<file path="src/sv/ats_pkg.sv">
// shared types, constants and keyword lookup for the assembly token scanner
`default_nettype none

package ats_pkg;

    localparam int ATS_POSITION_BITS = 16;
    localparam int ATS_OFFSET_BITS   = 24;
    localparam int ATS_LENGTH_BITS   = 8;
    localparam int ATS_QUEUE_DEPTH   = 4;

    localparam int KIND_BITS   = 5;
    localparam int CHAR_BITS   = 8;
    localparam int PREFIX_BITS = 32;
    localparam int NUMBER_BITS = 64;

    typedef enum logic [4:0] {
        MODE_IDLE    = 5'b00001,
        MODE_WORD    = 5'b00010,
        MODE_NUMBER  = 5'b00100,
        MODE_COMMENT = 5'b01000,
        MODE_DONE    = 5'b10000
    } t_mode;

    localparam logic [KIND_BITS-1:0] KIND_END      = 5'd0;
    localparam logic [KIND_BITS-1:0] KIND_COMMA    = 5'd1;
    localparam logic [KIND_BITS-1:0] KIND_HALT     = 5'd2;
    localparam logic [KIND_BITS-1:0] KIND_ADD      = 5'd3;
    localparam logic [KIND_BITS-1:0] KIND_SUB      = 5'd4;
    localparam logic [KIND_BITS-1:0] KIND_MUL      = 5'd5;
    localparam logic [KIND_BITS-1:0] KIND_DIV      = 5'd6;
    localparam logic [KIND_BITS-1:0] KIND_PUSH     = 5'd7;
    localparam logic [KIND_BITS-1:0] KIND_POP      = 5'd8;
    localparam logic [KIND_BITS-1:0] KIND_MOVE     = 5'd9;
    localparam logic [KIND_BITS-1:0] KIND_CMP      = 5'd10;
    localparam logic [KIND_BITS-1:0] KIND_JMP      = 5'd11;
    localparam logic [KIND_BITS-1:0] KIND_JE       = 5'd12;
    localparam logic [KIND_BITS-1:0] KIND_JNE      = 5'd13;
    localparam logic [KIND_BITS-1:0] KIND_JG       = 5'd14;
    localparam logic [KIND_BITS-1:0] KIND_JL       = 5'd15;
    localparam logic [KIND_BITS-1:0] KIND_JGE      = 5'd16;
    localparam logic [KIND_BITS-1:0] KIND_JLE      = 5'd17;
    localparam logic [KIND_BITS-1:0] KIND_RA       = 5'd18;
    localparam logic [KIND_BITS-1:0] KIND_RB       = 5'd19;
    localparam logic [KIND_BITS-1:0] KIND_RC       = 5'd20;
    localparam logic [KIND_BITS-1:0] KIND_RD       = 5'd21;
    localparam logic [KIND_BITS-1:0] KIND_LABEL    = 5'd22;
    localparam logic [KIND_BITS-1:0] KIND_IDENT    = 5'd23;
    localparam logic [KIND_BITS-1:0] KIND_IMM      = 5'd24;
    localparam logic [KIND_BITS-1:0] KIND_ILLEGAL  = 5'd25;
    localparam logic [KIND_BITS-1:0] KIND_OVERFLOW = 5'd26;

    localparam logic [CHAR_BITS-1:0] CH_NUL     = 8'h00;
    localparam logic [CHAR_BITS-1:0] CH_TAB     = 8'h09;
    localparam logic [CHAR_BITS-1:0] CH_NEWLINE = 8'h0A;
    localparam logic [CHAR_BITS-1:0] CH_CR      = 8'h0D;
    localparam logic [CHAR_BITS-1:0] CH_SPACE   = 8'h20;
    localparam logic [CHAR_BITS-1:0] CH_COMMA   = 8'h2C;
    localparam logic [CHAR_BITS-1:0] CH_DIGIT0  = 8'h30;
    localparam logic [CHAR_BITS-1:0] CH_DIGIT9  = 8'h39;
    localparam logic [CHAR_BITS-1:0] CH_COLON   = 8'h3A;
    localparam logic [CHAR_BITS-1:0] CH_SEMI    = 8'h3B;
    localparam logic [CHAR_BITS-1:0] CH_UPPER_A = 8'h41;
    localparam logic [CHAR_BITS-1:0] CH_UPPER_Z = 8'h5A;
    localparam logic [CHAR_BITS-1:0] CH_LOWER_A = 8'h61;
    localparam logic [CHAR_BITS-1:0] CH_LOWER_Z = 8'h7A;

    // word length is 1..4 here, 0 means too long or empty
    function automatic logic [KIND_BITS-1:0] kw_kind(input logic [PREFIX_BITS-1:0] w,
                                                     input logic [2:0] n);
        logic [KIND_BITS-1:0] kind;
        kind = KIND_END;
        case (n)
            3'd4: begin
                if (w == "halt") kind = KIND_HALT;
                else if (w == "push") kind = KIND_PUSH;
                else if (w == "move") kind = KIND_MOVE;
            end
            3'd3: begin
                if (w == {8'h00, "add"}) kind = KIND_ADD;
                else if (w == {8'h00, "sub"}) kind = KIND_SUB;
                else if (w == {8'h00, "mul"}) kind = KIND_MUL;
                else if (w == {8'h00, "div"}) kind = KIND_DIV;
                else if (w == {8'h00, "pop"}) kind = KIND_POP;
                else if (w == {8'h00, "cmp"}) kind = KIND_CMP;
                else if (w == {8'h00, "jmp"}) kind = KIND_JMP;
                else if (w == {8'h00, "jne"}) kind = KIND_JNE;
                else if (w == {8'h00, "jge"}) kind = KIND_JGE;
                else if (w == {8'h00, "jle"}) kind = KIND_JLE;
            end
            3'd2: begin
                if (w == {16'h0000, "je"}) kind = KIND_JE;
                else if (w == {16'h0000, "jg"}) kind = KIND_JG;
                else if (w == {16'h0000, "jl"}) kind = KIND_JL;
                else if (w == {16'h0000, "RA"}) kind = KIND_RA;
                else if (w == {16'h0000, "RB"}) kind = KIND_RB;
                else if (w == {16'h0000, "RC"}) kind = KIND_RC;
                else if (w == {16'h0000, "RD"}) kind = KIND_RD;
            end
            default: kind = KIND_END;
        endcase
        return kind;
    endfunction

endpackage

`default_nettype wire

</file>
<file path="src/sv/ats_result_fifo.sv">
// result queue taking up to two results per cycle and giving one per transfer
`default_nettype none

module ats_result_fifo
    import ats_pkg::*;
#(
    parameter int WIDTH = 8,
    parameter int DEPTH = ATS_QUEUE_DEPTH
) (
    input  wire logic             i_clk,
    input  wire logic             i_rst_n,
    input  wire logic [1:0]       i_push_cnt,
    input  wire logic [WIDTH-1:0] i_push_data0,
    input  wire logic [WIDTH-1:0] i_push_data1,
    input  wire logic             i_pop,
    output logic                  o_valid,
    output logic [WIDTH-1:0]      o_data,
    output logic                  o_room2
);

    localparam int PW = $clog2(DEPTH);
    localparam int CW = $clog2(DEPTH + 1);

    logic [WIDTH-1:0] r_mem [DEPTH];
    logic [PW-1:0]    r_wr;
    logic [PW-1:0]    r_rd;
    logic [CW-1:0]    r_cnt;
    logic             pop_ok;

    assign pop_ok  = i_pop && (r_cnt != '0);
    assign o_valid = (r_cnt != '0);
    assign o_data  = r_mem[r_rd];
    assign o_room2 = (r_cnt <= CW'(DEPTH - 2));

    always_ff @(posedge i_clk) begin
        if (!i_rst_n) begin
            r_wr  <= '0;
            r_rd  <= '0;
            r_cnt <= '0;
        end else begin
            r_wr  <= r_wr + PW'(i_push_cnt);
            r_rd  <= r_rd + PW'(pop_ok);
            r_cnt <= r_cnt + CW'(i_push_cnt) - CW'(pop_ok);
        end
    end

    always_ff @(posedge i_clk) begin
        if (i_push_cnt != 2'd0) begin
            r_mem[r_wr] <= i_push_data0;
        end
        if (i_push_cnt == 2'd2) begin
            r_mem[r_wr + PW'(1)] <= i_push_data1;
        end
    end

endmodule

`default_nettype wire

</file>
<file path="src/sv/assembly_token_scanner_top.sv">
// a byte's results are written into the result queue when the byte is transferred
// throughput: one byte per cycle; a comma, end or illegal byte ending a word or a number
// that did not overflow yields two results, which leave at one per cycle unless i_stall,
// via a four-entry result queue; the input stalls while the queue has under two free entries
// reset is synchronous: scanner idle at line 1, column 1, offset 0, queue empty
`default_nettype none

module assembly_token_scanner_top
    import ats_pkg::*;
#(
    parameter int POSITION_BITS = ATS_POSITION_BITS,
    parameter int OFFSET_BITS   = ATS_OFFSET_BITS,
    parameter int LENGTH_BITS   = ATS_LENGTH_BITS
) (
    input  wire logic                     i_clk,
    input  wire logic                     i_rst_n,
    input  wire logic                     i_valid,
    output logic                          o_stall,
    input  wire logic [CHAR_BITS-1:0]     i_char_byte,
    output logic                          o_valid,
    input  wire logic                     i_stall,
    output logic [KIND_BITS-1:0]          o_token_kind,
    output logic [POSITION_BITS-1:0]      o_start_line,
    output logic [POSITION_BITS-1:0]      o_start_column,
    output logic [OFFSET_BITS-1:0]        o_start_offset,
    output logic [LENGTH_BITS-1:0]        o_token_length,
    output logic                          o_last_of_run
);

    localparam int P  = POSITION_BITS;
    localparam int O  = OFFSET_BITS;
    localparam int L  = LENGTH_BITS;
    localparam int RW = KIND_BITS + 2 * P + O + L + 1;

    t_mode                  r_mode,   n_mode;
    logic [P-1:0]           r_line,   n_line;
    logic [P-1:0]           r_col,    n_col;
    logic [O-1:0]           r_off,    n_off;
    logic [P-1:0]           r_tline,  n_tline;
    logic [P-1:0]           r_tcol,   n_tcol;
    logic [O-1:0]           r_toff,   n_toff;
    logic [L-1:0]           r_len,    n_len;
    logic [PREFIX_BITS-1:0] r_prefix, n_prefix;
    logic [NUMBER_BITS-1:0] r_num,    n_num;
    logic                   r_ovf,    n_ovf;

    logic                   accept;
    logic [CHAR_BITS-1:0]   b;
    logic                   is_alpha, is_digit, is_space;
    logic [P-1:0]           adv_line, adv_col;
    logic [O-1:0]           adv_off;
    logic [L-1:0]           len_up;
    logic [2:0]             kw_len;
    logic [KIND_BITS-1:0]   kw;
    logic [NUMBER_BITS+3:0] num_next;
    logic                   run_idle;

    logic                   tok_v;
    logic [KIND_BITS-1:0]   tok_kind;
    logic [P-1:0]           tok_line, tok_col;
    logic [O-1:0]           tok_off;
    logic [L-1:0]           tok_len;
    logic                   idl_v;
    logic [KIND_BITS-1:0]   idl_kind;
    logic [L-1:0]           idl_len;

    logic [1:0]             push_cnt;
    logic [RW-1:0]          rec_tok, rec_idl, push0, push1, out_rec;
    logic                   room2;

    assign accept   = i_valid && !o_stall;
    assign b        = i_char_byte;
    assign is_alpha = ((b >= CH_UPPER_A) && (b <= CH_UPPER_Z)) ||
                      ((b >= CH_LOWER_A) && (b <= CH_LOWER_Z));
    assign is_digit = (b >= CH_DIGIT0) && (b <= CH_DIGIT9);
    assign is_space = (b == CH_SPACE) || ((b >= CH_TAB) && (b <= CH_CR));

    assign adv_line = ((b == CH_NEWLINE) && (r_line != '1)) ? r_line + P'(1) : r_line;
    assign adv_col  = (b == CH_NEWLINE) ? P'(1) : ((r_col != '1) ? r_col + P'(1) : r_col);
    assign adv_off  = (r_off != '1) ? r_off + O'(1) : r_off;
    assign len_up   = (r_len != '1) ? r_len + L'(1) : r_len;
    assign kw_len   = (r_len <= L'(4)) ? r_len[2:0] : 3'd0;
    assign kw       = kw_kind(r_prefix, kw_len);

    // times ten plus digit, top bits flag a value past 64 bits
    assign num_next = ({4'b0000, r_num} << 3) + ({4'b0000, r_num} << 1) +
                      (NUMBER_BITS + 4)'(b[3:0]);

    always_comb begin
        n_mode   = r_mode;
        n_line   = r_line;
        n_col    = r_col;
        n_off    = r_off;
        n_tline  = r_tline;
        n_tcol   = r_tcol;
        n_toff   = r_toff;
        n_len    = r_len;
        n_prefix = r_prefix;
        n_num    = r_num;
        n_ovf    = r_ovf;
        run_idle = 1'b0;
        tok_v    = 1'b0;
        tok_kind = KIND_END;
        tok_line = r_tline;
        tok_col  = r_tcol;
        tok_off  = r_toff;
        tok_len  = r_len;
        idl_v    = 1'b0;
        idl_kind = KIND_END;
        idl_len  = '0;

        unique case (r_mode)
            MODE_IDLE: begin
                run_idle = 1'b1;
            end
            MODE_WORD: begin
                if (is_alpha) begin
                    n_prefix = {r_prefix[PREFIX_BITS-CHAR_BITS-1:0], b};
                    n_len    = len_up;
                    n_line   = adv_line;
                    n_col    = adv_col;
                    n_off    = adv_off;
                end else begin
                    n_mode = MODE_IDLE;
                    tok_v  = 1'b1;
                    if (kw != KIND_END) begin
                        tok_kind = kw;
                        run_idle = 1'b1;
                    end else if (b == CH_COLON) begin
                        tok_kind = KIND_LABEL;
                        n_line   = adv_line;
                        n_col    = adv_col;
                        n_off    = adv_off;
                    end else begin
                        tok_kind = KIND_IDENT;
                        run_idle = 1'b1;
                    end
                end
            end
            MODE_NUMBER: begin
                if (is_digit) begin
                    n_ovf  = r_ovf || (num_next[NUMBER_BITS+3:NUMBER_BITS] != 4'd0);
                    n_num  = num_next[NUMBER_BITS-1:0];
                    n_len  = len_up;
                    n_line = adv_line;
                    n_col  = adv_col;
                    n_off  = adv_off;
                end else if (r_ovf) begin
                    tok_v    = 1'b1;
                    tok_kind = KIND_OVERFLOW;
                    n_tline  = r_line;
                    n_tcol   = r_col;
                    n_toff   = r_off;
                    n_mode   = MODE_DONE;
                end else begin
                    tok_v    = 1'b1;
                    tok_kind = KIND_IMM;
                    n_mode   = MODE_IDLE;
                    run_idle = 1'b1;
                end
            end
            MODE_COMMENT: begin
                if (b == CH_NUL) begin
                    tok_v    = 1'b1;
                    tok_kind = KIND_END;
                    tok_line = r_line;
                    tok_col  = r_col;
                    tok_off  = r_off;
                    tok_len  = '0;
                    n_tline  = r_line;
                    n_tcol   = r_col;
                    n_toff   = r_off;
                    n_mode   = MODE_DONE;
                end else begin
                    if (b == CH_NEWLINE) begin
                        n_mode = MODE_IDLE;
                    end
                    n_line = adv_line;
                    n_col  = adv_col;
                    n_off  = adv_off;
                end
            end
            MODE_DONE: begin
                tok_v    = 1'b1;
                tok_kind = KIND_END;
                tok_len  = '0;
            end
            default: begin
                n_mode   = MODE_DONE;
                tok_v    = 1'b1;
                tok_kind = KIND_END;
                tok_len  = '0;
            end
        endcase

        if (run_idle) begin
            if (b == CH_NUL) begin
                idl_v    = 1'b1;
                idl_kind = KIND_END;
                idl_len  = '0;
                n_tline  = r_line;
                n_tcol   = r_col;
                n_toff   = r_off;
                n_mode   = MODE_DONE;
            end else if (is_space) begin
                n_line = adv_line;
                n_col  = adv_col;
                n_off  = adv_off;
            end else if (b == CH_SEMI) begin
                n_mode = MODE_COMMENT;
                n_line = adv_line;
                n_col  = adv_col;
                n_off  = adv_off;
            end else if (b == CH_COMMA) begin
                idl_v    = 1'b1;
                idl_kind = KIND_COMMA;
                idl_len  = L'(1);
                n_line   = adv_line;
                n_col    = adv_col;
                n_off    = adv_off;
            end else if (is_alpha) begin
                n_tline  = r_line;
                n_tcol   = r_col;
                n_toff   = r_off;
                n_len    = L'(1);
                n_prefix = {{(PREFIX_BITS - CHAR_BITS){1'b0}}, b};
                n_mode   = MODE_WORD;
                n_line   = adv_line;
                n_col    = adv_col;
                n_off    = adv_off;
            end else if (is_digit) begin
                n_tline = r_line;
                n_tcol  = r_col;
                n_toff  = r_off;
                n_len   = L'(1);
                n_num   = NUMBER_BITS'(b[3:0]);
                n_ovf   = 1'b0;
                n_mode  = MODE_NUMBER;
                n_line  = adv_line;
                n_col   = adv_col;
                n_off   = adv_off;
            end else begin
                idl_v    = 1'b1;
                idl_kind = KIND_ILLEGAL;
                idl_len  = L'(1);
                n_tline  = r_line;
                n_tcol   = r_col;
                n_toff   = r_off;
                n_mode   = MODE_DONE;
            end
        end
    end

    always_ff @(posedge i_clk) begin
        if (!i_rst_n) begin
            r_mode   <= MODE_IDLE;
            r_line   <= P'(1);
            r_col    <= P'(1);
            r_off    <= '0;
            r_tline  <= P'(1);
            r_tcol   <= P'(1);
            r_toff   <= '0;
            r_len    <= '0;
            r_prefix <= '0;
            r_num    <= '0;
            r_ovf    <= 1'b0;
        end else if (accept) begin
            r_mode   <= n_mode;
            r_line   <= n_line;
            r_col    <= n_col;
            r_off    <= n_off;
            r_tline  <= n_tline;
            r_tcol   <= n_tcol;
            r_toff   <= n_toff;
            r_len    <= n_len;
            r_prefix <= n_prefix;
            r_num    <= n_num;
            r_ovf    <= n_ovf;
        end
    end

    // pack results, the last one of the byte gets the run flag
    always_comb begin
        rec_tok  = {tok_kind, tok_line, tok_col, tok_off, tok_len, !idl_v};
        rec_idl  = {idl_kind, r_line, r_col, r_off, idl_len, 1'b1};
        push0    = tok_v ? rec_tok : rec_idl;
        push1    = rec_idl;
        push_cnt = accept ? (2'(tok_v) + 2'(idl_v)) : 2'd0;
    end

    ats_result_fifo #(
        .WIDTH (RW),
        .DEPTH (ATS_QUEUE_DEPTH)
    ) u_queue (
        .i_clk        (i_clk),
        .i_rst_n      (i_rst_n),
        .i_push_cnt   (push_cnt),
        .i_push_data0 (push0),
        .i_push_data1 (push1),
        .i_pop        (!i_stall),
        .o_valid      (o_valid),
        .o_data       (out_rec),
        .o_room2      (room2)
    );

    assign o_stall = !room2;
    assign {o_token_kind, o_start_line, o_start_column, o_start_offset,
            o_token_length, o_last_of_run} = out_rec;

endmodule

`default_nettype wire

</file>
<file path="config.mk">
export PLATFORM = sky130hd
export DESIGN_NAME = assembly_token_scanner_top
export DESIGN_NICKNAME = d
export VERILOG_FILES = /design/src/sv/ats_pkg.sv /design/src/sv/ats_result_fifo.sv /design/src/sv/assembly_token_scanner_top.sv
export SDC_FILE = /design/constraint.sdc
export NUM_CORES = 1
export LEC_CHECK = 0
export BUFFER_PORTS_ARGS = -buffer_cell sky130_fd_sc_hd__clkbuf_2
export CORE_MARGIN = 2
export CORE_UTILIZATION = 45
export CTS_BUF_LIST = sky130_fd_sc_hd__clkbuf_8
export DETAILED_ROUTE_END_ITERATION = 16
export GPL_ROUTABILITY_DRIVEN = 0
export SLEW_MARGIN = 20
export SYNTH_ARGS = -nofsm -noshare
export SYNTH_HDL_FRONTEND = slang
export SYNTH_SLANG_ARGS = --single-unit
</file>
<file path="constraint.sdc">
create_clock -name i_clk -period 7.5 [get_ports i_clk]
set_input_delay 2.25 -clock i_clk [delete_from_list [all_inputs] [get_ports i_clk]]
set_output_delay 2.25 -clock i_clk [all_outputs]
set_load 0.02 [all_outputs]
</file>
==> qor.csv, run 1 <==
stage;metric;value;unit
synth;Synth Register Bits;509;
synth;top post-synthesis cells by count;346 x a22o_1, 269 x dfxtp_1, 240 x edfxtp_1;
layout;share of layout cells above drive strength 1;0.136;
sta;slack of the critical path;1.33;ns
sta;Worst slew margin;0.268;
route;routed wire length;82.9;mm
floorplan;boundary pin count;84;
sta;Hold Vio Cnt, Final;0;
global_route;global-route wire length before repair;130;mm
synth;Synth async-reset ratio;0;
sta;post-route minimum period;6.17;ns
synth;Unique masters post-synth;92;
route;DR vias/cell;6.29;
sta;Max Freq;162;MHz
layout;NumNets Final;2946;
sta;RSZ-0062 raised after global routing;no;
clock_tree;CTS clk-pin slew, worst paths;0.06;ns
floorplan;CORE AREA;0.0641;mm^2
floorplan;row count;93;
worst_setup_path;CP Class;in2reg;
global_route;GRT Util Overall;0.244;
route;Iter 0 DRT Violations;1991;
hold_path;hold wc startpoint;u_queue.r_mem[3][0]$_SDFFE_PP1N_;
synth;Post-Syn Area;0.0291;mm^2
synth;sequential-to-total area share from yosys stat;0.433;
route;routed via count;23400;
sta;Slew Limit Fails;0;
layout;Final Util;0.497;
synth;synth warn;0;
clock_tree;CTS buffer count;91;
synth;post-synth top area cell;edfxtp_1;
run;max_cap viols;0;
worst_setup_path;crit path from;i_char_byte[3];
clock_tree;root buffer cell;clkbuf_8;
synth;Post-Synthesis Cells;2818;
clock_tree;post-CTS sizing;0;
pwr;VDD IR max;0.000155;V
synth;top_reg_cell synth;dfxtp_1;
outcome;status;finished, final reports clean;
floorplan;die area;0.0667;mm^2
place;Setup WS pre-CTS;0.641;ns
sta;worst-margin pin slew;1.10;ns
layout;Area Overhead vs Synth;9.63;%
synth;Yosys top cell area share;0.248;
sta;final setup fails;0;
sta;clk_skew;0.0473;ns
place;Final HPWL DP;52.8;mm
route;ANT nets after route;0;
clock_tree;clock sinks;509;
clock_tree;Post-CTS Hold Buffers;0;
global_route;largest net degree at the start of global routing;62;
worst_setup_path;Worst setup EP type;register;
clock_tree;clock buffer depth;3;
hold_path;hold crit path type;reg2reg;
worst_setup_path;Worst Path Max Fanout;54;
global_route;total grt overflow;0;
floorplan;Die Y;258;um
sta;Fin Setup TNS;0;ns
synth;cell with the most instances after synthesis;a22o_1;
route;Avg WL per Cell;22.3;um
worst_setup_path;Req. time, crit path;7.84;ns
worst_setup_path;Worst setup SP type;input pin;
clock_tree;CTS tree;yes;
route;Residual DRC;0;
clock_tree;H-tree levels;3;
floorplan;Die Wd;258;um
floorplan;initial core utilization;0.453;
clock_tree;clk_lat worst skew;0.70;ns
clock_tree;Post-CTS Setup Repair Bufs;0;
pwr;Final Power;0.00782;W
place;port bufs;83;
synth;syn_area_per_cell;10.3;um^2
sta;WHS;0.476;ns
worst_setup_path;crit path DAT;6.52;ns
synth;syn nets;2971;
pwr;leakage power;12.7;nW
pwr;Power per Cell Area;245;mW/mm^2
global_route;antenna violations before repair;2;
synth;Post-synth EDFFs;240;
global_route;via count of the first global-routing pass;23200;
worst_setup_path;worst r2r src;r_prefix[2]$_SDFFE_PN0P_;
route;drt first pass iters;7;
synth;Area contributors post-synth;edfxtp_1 25%, dfxtp_1 19%, a22o_1 10%;
sta;fin crit share;0.823;
## kinds of logic after synthesis
| family | Yosys count | share of synthesized area |
|---|---|---|
| simple gates | 754 | 0.131 |
| xor+xnor | 92 | 0.0277 |
| compound gates | 889 | 0.226 |
| buf+inv | 287 | 0.0401 |
| mux | 146 | 0.0805 |
| flops | 509 | 0.433 |
| fa+ha+maj | 141 | 0.0615 |
## per-layer routing
metal  part of all wire  track usage  vias to the layer above
met1               0.42        0.312                    11500
met2               0.48        0.409                      851
met5                  0            0                        -
met3              0.069       0.0474                      177
li1                   -            -                    10900
met4              0.034       0.0947                        0
## critical path, cell delays in order
cell	delay, ns
clkbuf_2	0.22
o21ai_0	0.18
nand4_1	0.13
buf_4	0.18
a31oi_1	0.11
nor4_2	0.67
nor2_1	0.21
nor3_1	0.40
ha_1	0.27
nand2_1	0.24
or4_1	0.61
and2_1	0.33
inv_2	0.27
buf_12	0.36
## cell type report
cell class	count	area [um^2]
antenna	2	5.00
clock buffer	103	1420
clock inverter	62	342
fill	5862	32200
inverter	43	163
multi-input combinational	2022	15400
sequential	509	12600
tap	855	1070
timing repair buffer	126	838
## per-stage QoR
step	std cells	area (um^2)
after floorplan	2818	29100
after global placement	3555	30100
after detailed placement	3555	30100
after CTS	3720	31900
after global routing	3722	31900
final	3722	31900
## cells in the final DEF, fill, tap and decap left out, types with 26 or more instances in the layout
| cell | netlist | routed |
|---|---|---|
| a22o_1 | 346 | 346 |
| dfxtp_1 | 269 | 267 |
| edfxtp_1 | 240 | 240 |
| nor2_1 | 207 | 201 |
| nand2_1 | 177 | 176 |
| a21oi_1 | 148 | 148 |
| ha_1 | 138 | 138 |
| o21ai_0 | 120 | 116 |
| clkbuf_8 | 0 | 103 |
| clkbuf_2 | 1 | 83 |
| nand3_1 | 76 | 76 |
| inv_1 | 43 | 75 |
| mux2i_1 | 73 | 73 |
| mux4_2 | 70 | 70 |
| xnor2_1 | 54 | 54 |
| nor3_1 | 48 | 47 |
| nand4_1 | 42 | 42 |
| a21o_1 | 40 | 40 |
| xor2_1 | 38 | 38 |
| buf_4 | 5 | 35 |
| a31oi_1 | 27 | 27 |
| o22ai_1 | 26 | 26 |
## flip-flops by register name, indices dropped and copies added, names as in the netlist, 24 cells and up
name           cells
u_queue.r_mem    280
r_num             64
r_prefix          32
r_off             24
r_toff            24
## where the power goes
part	leakage, nW	total [W]	switching, W	internal [W]
Combinational	6.93	0.00195	0.00130	0.000653
Clock	1.03	0.00252	0.00120	0.00133
Sequential	4.70	0.00335	0.000184	0.00316
## path summary, 6_finish.rpt
check | endpoint | slack [ns] | depth (start not counted)
min reg2reg | u_queue.r_mem[3][0]$_SDFFE_PP1N_ | 0.48 | 1
min | u_queue.r_mem[3][0]$_SDFFE_PP1N_ | 0.48 | 1
max reg2reg | u_queue.r_mem[1][62]$_DFFE_PP_ | 1.39 | 16
max | u_queue.r_mem[1][62]$_DFFE_PP_ | 1.33 | 14
Power figures use the tool's default switching activity.
==> run 2, diff against run 1 <==
==> constraint.sdc (replaced) <==
create_clock -name i_clk -period 6.4 [get_ports i_clk]
set_input_delay 1.92 -clock i_clk [delete_from_list [all_inputs] [get_ports i_clk]]
set_output_delay 1.92 -clock i_clk [all_outputs]
set_load 0.02 [all_outputs]
==> qor.csv, run 2 (synthesis gave the netlist of run 1 again) <==
stage;metric;value;unit;change
sta;RSZ-0062 raised after global routing;no;;unchanged
clock_tree;root buffer cell;clkbuf_8;;unchanged
global_route;largest net degree at the start of global routing;61;;was 62
worst_setup_path;Worst setup SP type;register;;was input pin
global_route;antenna violations before repair;2;;unchanged
clock_tree;clock buffer depth;3;;unchanged
route;DR vias/cell;6.26;;was 6.29
layout;Top Registers;u_queue.r_mem (280), r_num (64), r_prefix (32);;unchanged
layout;NumNets Final;2960;;was 2946
route;Avg WL per Cell;22.1;um;was 22.3 um
worst_setup_path;crit path DAT;6.53;ns;was 6.52 ns
layout;most frequent cells in the layout;346 x a22o_1, 267 x dfxtp_1, 240 x edfxtp_1;;unchanged
layout;area of the multi-input gates;0.0154;mm^2;about the same
place;Setup WS pre-CTS;0.300;ns;was 0.641 ns
sta;fin crit share;0.952;;
hold_path;hold crit path type;reg2reg;;unchanged
floorplan;initial core utilization;0.453;;unchanged
floorplan;Die Y;258;um;unchanged
layout;Reg with most FFs;u_queue.r_mem;;unchanged
pwr;leakage power;12.8;nW;was 12.7 nW
floorplan;Die Wd;258;um;unchanged
sta;Slew Limit Fails;0;;unchanged
layout;Final Util;0.501;;was 0.497
global_route;GRT Util Overall;0.246;;was 0.244
clock_tree;clk_lat worst skew;0.72;ns;was 0.70 ns
pwr;Power per Cell Area;290;mW/mm^2;was 245 mW/mm^2
layout;share of layout cells above drive strength 1;0.143;;was 0.136
sta;post-route minimum period;6.09;ns;
clock_tree;CTS clk-pin slew, worst paths;0.07;ns;was 0.06 ns
clock_tree;CTS buffer count;89;;was 91
layout;Fillers;5779;;was 5862
route;drt first pass iters;6;;was 7
global_route;total grt overflow;0;;unchanged
route;Residual DRC;0;;unchanged
worst_setup_path;CP Class;reg2reg;;was in2reg
layout;Area Overhead vs Synth;10.5;%;was 9.63%
clock_tree;H-tree levels;3;;unchanged
clock_tree;CTS tree;yes;;unchanged
clock_tree;Post-CTS Setup Repair Bufs;0;;unchanged
floorplan;CORE AREA;0.0641;mm^2;unchanged
floorplan;die area;0.0667;mm^2;unchanged
place;Final HPWL DP;55.1;mm;was 52.8 mm
sta;clk_skew;0.0529;ns;was 0.0473 ns
route;routed via count;23400;;about the same
layout;Reg area;0.0126;mm^2;unchanged
worst_setup_path;Worst setup EP type;register;;unchanged
sta;Max Freq;164;MHz;
sta;Hold Vio Cnt, Final;0;;unchanged
route;ANT nets after route;0;;unchanged
sta;slack of the critical path;0.307;ns;was 1.33 ns
sta;final setup fails;0;;unchanged
layout;most common cell after layout, fill and taps aside;a22o_1;;unchanged
layout;max reg flops;280;;unchanged
pwr;VDD IR max;0.000155;V;about the same
worst_setup_path;Req. time, crit path;6.84;ns;was 7.84 ns
sta;Fin Setup TNS;0;ns;unchanged
floorplan;row count;93;;unchanged
route;routed wire length;82.8;mm;was 82.9 mm
place;port bufs;83;;unchanged
clock_tree;clock sinks;509;;unchanged
global_route;via count of the first global-routing pass;23500;;was 23.2k
run;max_cap viols;0;;unchanged
floorplan;boundary pin count;84;;unchanged
worst_setup_path;Worst Path Max Fanout;22;;was 54
route;Iter 0 DRT Violations;2041;;was 1991
global_route;global-route wire length before repair;132;mm;was 130 mm
outcome;status;finished, final reports clean;;unchanged
sta;worst-margin pin slew;1.10;ns;about the same
sta;Worst slew margin;0.266;;was 0.268
==> run 2: changes by cell type in the layout (fill, tap and decap cells not counted), moves of 3 or more <==
cell,delta
buf_4,+10
inv_1,-7
bufinv_16,+3
clkinv_2,+7
clkbuf_8,-3
buf_12,+6
inv_8,+3
==> run 2: stage by stage <==
step	total power (W)	instance area [um^2]	hold slack (ns)	std cells
floorplan	0.00544	29100	0.431	2818
global placement	0.00628	30300	0.444	3571
detailed placement	0.00632	30300	0.455	3571
CTS	0.00940	32100	0.469	3737
global route	0.00970	32100	0.486	3738
finish	0.00931	32100	0.466	3738
==> run 2: final timing paths <==
check / startpoint / end / slack, ns / depth (start not counted)
worst max register to register: r_prefix[2]$_SDFFE_PN0P_ / u_queue.r_mem[2][42]$_DFFE_PP_ / 0.31 / 17
worst max-delay path: r_prefix[2]$_SDFFE_PN0P_ / u_queue.r_mem[2][42]$_DFFE_PP_ / 0.31 / 17
worst min register to register: u_queue.r_mem[3][0]$_SDFFE_PP1N_ / u_queue.r_mem[3][0]$_SDFFE_PP1N_ / 0.47 / 1
worst min-delay path: u_queue.r_mem[3][0]$_SDFFE_PP1N_ / u_queue.r_mem[3][0]$_SDFFE_PP1N_ / 0.47 / 1
==> run 2: repair_timing <==
action | CTS | global route
endpoints found under the hold margin | 0 | 0
hold buffers | 0 | 0
endpoints found under the setup margin | 0 | 57
gates resized for setup | 0 | 2
==> run 2: where the power goes <==
part           switching, W  total [W]  leakage (nW)  internal (W)
Sequential         0.000213    0.00392          4.70       0.00370
Clock               0.00143    0.00308          1.05       0.00165
Combinational       0.00151    0.00232          7.03      0.000811
==> run 2: area by class of cell <==
cell class              instances  share of cell area
diodes                          1           0.0000779
repair buffers                142              0.0322
inverters                      43             0.00506
flip-flops and latches        509               0.392
multi-input cells            2022               0.481
clock buffers                 100              0.0428
clock inverters                66              0.0137
well taps                     855              0.0333
==> run 2: critical path, cell delays in order, from the launching register on <==
cell and delay [ns]:
dfxtp_1 0.65, nor4bb_1 0.53, nand4_1 0.21, a2111oi_0 0.55
nor3_1 0.13, o211ai_1 0.35, nor3_2 0.13, and2_1 0.23
a21oi_2 0.32, nor2_1 0.16, nor3_1 0.36, ha_1 0.36
o21ai_1 0.40, or2_2 0.24, buf_4 0.17, and2_1 0.43
inv_2 0.32, buf_12 0.27
==> run 2: routing by layer <==
layer,vias to the layer above,global-route usage,share of wire
li1,10900,-,-
met1,11500,0.318,0.43
met2,811,0.422,0.49
met3,150,0.0415,0.062
met4,2,0.0734,0.023
met5,-,0,0.00012
==> run 3, diff against run 2 <==
--- a/config.mk
+++ b/config.mk
@@ -6,6 +6,7 @@
 export NUM_CORES = 1
 export LEC_CHECK = 0
 export BUFFER_PORTS_ARGS = -buffer_cell sky130_fd_sc_hd__clkbuf_2
+export CORE_ASPECT_RATIO = 2
 export CORE_MARGIN = 2
 export CORE_UTILIZATION = 45
 export CTS_BUF_LIST = sky130_fd_sc_hd__clkbuf_8
==> qor.csv, run 3 (synthesis gave the netlist of run 1 again) <==
stage;metric;value;unit;change
outcome;status;finished, final reports clean;;unchanged
global_route;largest net degree at the start of global routing;61;;unchanged
layout;most common cell after layout, fill and taps aside;a22o_1;;unchanged
worst_setup_path;CP Class;reg2reg;;unchanged
route;Avg WL per Cell;24.0;um;was 22.1 um
run;max_cap viols;0;;unchanged
worst_setup_path;Worst setup SP type;register;;unchanged
sta;final setup fails;0;;unchanged
sta;Fin Setup TNS;0;ns;unchanged
sta;RSZ-0062 raised after global routing;no;;unchanged
pwr;Switching Share;0.342;;was 0.338
worst_setup_path;worst r2r src;r_prefix[2]$_SDFFE_PN0P_;;unchanged
layout;Top Registers;u_queue.r_mem (280), r_num (64), r_prefix (32);;unchanged
sta;Max Freq;163;MHz;was 164 MHz
sta;fin crit share;0.959;;was 0.952
floorplan;row count;131;;was 93
pwr;Power per Cell Area;282;mW/mm^2;was 290 mW/mm^2
floorplan;initial core utilization;0.455;;was 0.453
clock_tree;H-tree levels;3;;unchanged
layout;share of layout cells above drive strength 1;0.142;;was 0.143
clock_tree;clock buffer depth;3;;unchanged
floorplan;Die Wd;184;um;was 258 um
global_route;via count of the first global-routing pass;24700;;was 23.5k
global_route;total grt overflow;0;;unchanged
sta;post-route minimum period;6.14;ns;was 6.09 ns
floorplan;boundary pin count;84;;unchanged
route;Iter 0 DRT Violations;1763;;was 2041
sta;Hold Vio Cnt, Final;0;;unchanged
pwr;sequential power share;0.437;;was 0.421
global_route;global-route wire length before repair;136;mm;was 132 mm
pwr;leakage power;12.7;nW;was 12.8 nW
layout;Final Util;0.499;;was 0.501
global_route;antenna violations before repair;5;;was 2
hold_path;Hold Path Stages;1;;unchanged
clock_tree;Post-CTS Setup Repair Bufs;0;;unchanged
clock_tree;clock sinks;509;;unchanged
route;ANT nets after route;0;;unchanged
sta;clk_skew;0.0500;ns;was 0.0529 ns
clock_tree;clk_lat worst skew;0.67;ns;was 0.72 ns
route;Residual DRC;0;;unchanged
layout;Reg with most FFs;u_queue.r_mem;;unchanged
layout;most frequent cells in the layout;346 x a22o_1, 267 x dfxtp_1, 240 x edfxtp_1;;unchanged
hold_path;hold crit path type;reg2reg;;unchanged
layout;Area Overhead vs Synth;9.63;%;was 10.5%
clock_tree;root buffer cell;clkbuf_8;;unchanged
clock_tree;CTS clk-pin slew, worst paths;0.07;ns;about the same
worst_setup_path;Reg2Reg Depth;15;;was 17
global_route;GRT Util Overall;0.261;;was 0.246
pwr;Switch Pwr;0.00307;W;was 0.00315 W
sta;Worst slew margin;0.300;;was 0.266
pwr;Internal;0.00591;W;was 0.00616 W
worst_setup_path;Req. time, crit path;6.79;ns;was 6.84 ns
floorplan;Die Y;363;um;was 258 um
worst_setup_path;Worst setup EP type;register;;unchanged
clock_tree;CTS tree;yes;;unchanged
worst_setup_path;R2R Setup Slk;0.26;ns;was 0.31 ns
place;port bufs;83;;unchanged
layout;max reg flops;280;;unchanged
pwr;Clock power frac;0.298;;was 0.330
hold_path;hold endpoint;u_queue.r_mem[1][0]$_SDFFE_PP1N_;;was u_queue.r_mem[3][0]$_SDFFE_PP1N_
clock_tree;CTS buffer count;75;;was 89
pwr;VDD IR max;0.000125;V;was 0.000155 V
pwr;Logic pwr share;0.265;;was 0.249
floorplan;CORE AREA;0.0639;mm^2;was 0.0641 mm^2
route;routed wire length;88.0;mm;was 82.8 mm
sta;worst-margin pin slew;1.05;ns;was 1.10 ns
route;routed via count;23900;;was 23.4k
place;Final HPWL DP;60.6;mm;was 55.1 mm
worst_setup_path;crit path DAT;6.52;ns;was 6.53 ns
floorplan;die area;0.0668;mm^2;was 0.0667 mm^2
sta;Slew Limit Fails;0;;unchanged
worst_setup_path;Worst Path Max Fanout;15;;was 22
worst_setup_path;R2R Path End;u_queue.r_mem[2][65]$_DFFE_PP_;;was u_queue.r_mem[2][42]$_DFFE_PP_
layout;NumNets Final;2958;;was 2960
route;drt first pass iters;8;;was 6
route;DR vias/cell;6.53;;was 6.26
hold_path;hold wc startpoint;u_queue.r_mem[1][0]$_SDFFE_PP1N_;;was u_queue.r_mem[3][0]$_SDFFE_PP1N_
## run 3: cell types whose count changed in the layout (fill, tap and decap cells not counted), sizes merged
cell    before  now
clkinv      28   19
inv         76   70
buf         59   71
clkbuf     183  168
bufinv       5    3
## run 3: per-layer routing
metal / GRT usage / wire, um
met2: 0.506 / 48300
met3: 0.0360 / 4370
met5: 0 / 51
met1: 0.259 / 30100
met4: 0.156 / 5130
## run 3: cell type report
| class | count | area (um^2) |
|---|---|---|
| Clock inverter | 49 | 318 |
| Antenna cell | 1 | 2.50 |
| Fill cell | 5808 | 32100 |
| Tap cell | 798 | 998 |
| Clock buffer | 85 | 1170 |
| Sequential cell | 509 | 12600 |
| Inverter | 43 | 163 |
| Timing Repair Buffer | 154 | 1190 |
| Multi-Input combinational cell | 2022 | 15400 |
## run 3: through the flow
| stage | setup WS (ns) | cells | hold slack (ns) | area [um^2] | power, W |
|---|---|---|---|---|---|
| finish | 0.265 | 3661 | 0.468 | 31900 | 0.00898 |
| floorplan | 0.0476 | 2818 | 0.431 | 29100 | 0.00544 |
| global placement | 0.299 | 3526 | 0.441 | 30400 | 0.00634 |
| CTS | 0.458 | 3660 | 0.469 | 31900 | 0.00905 |
| global route | 0.0702 | 3661 | 0.497 | 31900 | 0.00936 |
| detailed placement | 0.291 | 3526 | 0.453 | 30400 | 0.00638 |
## run 3: worst max-delay path by stage
stage                             startpoint                              to  slack (ns)  cells after the start
floorplan                     i_char_byte[1]  u_queue.r_mem[1][10]$_DFFE_PP_        0.05                     12
global placement              i_char_byte[3]  u_queue.r_mem[0][17]$_DFFE_PP_        0.30                     15
detailed placement            i_char_byte[3]  u_queue.r_mem[0][25]$_DFFE_PP_        0.29                     15
CTS                 r_prefix[2]$_SDFFE_PN0P_  u_queue.r_mem[3][27]$_DFFE_PP_        0.46                     16
global route        r_prefix[2]$_SDFFE_PN0P_  u_queue.r_mem[2][65]$_DFFE_PP_        0.07                     16
finish              r_prefix[2]$_SDFFE_PN0P_  u_queue.r_mem[2][65]$_DFFE_PP_        0.26                     15
## run 3: power by group through the flow
stage | Clock (W) | Sequential, W | Combinational (W)
global placement | 0 | 0.00398 | 0.00236
global route | 0.00287 | 0.00395 | 0.00253
CTS | 0.00273 | 0.00393 | 0.00239
detailed placement | 0 | 0.00400 | 0.00239
floorplan | 0 | 0.00384 | 0.00159
finish | 0.00267 | 0.00393 | 0.00238
## run 3: critical path: stages, from the launching register on
cell and delay (ns):
dfxtp_1 0.66, nor4bb_1 0.73, nand4_1 0.21, or4_1 0.62, o211ai_1 0.22, nor2_1 0.17, and2_1 0.21, a21oi_2 0.34
nor2_1 0.15, nor3_1 0.40, ha_1 0.37, o21ai_1 0.39, or2_2 0.33, and2_1 0.44, inv_2 0.34, buf_4 0.29
## run 3: what timing repair did
item,in CTS,in global routing
endpoints found under the hold margin,0,0
resized for setup,0,1
hold buffers,0,0
endpoints found under the setup margin,0,91
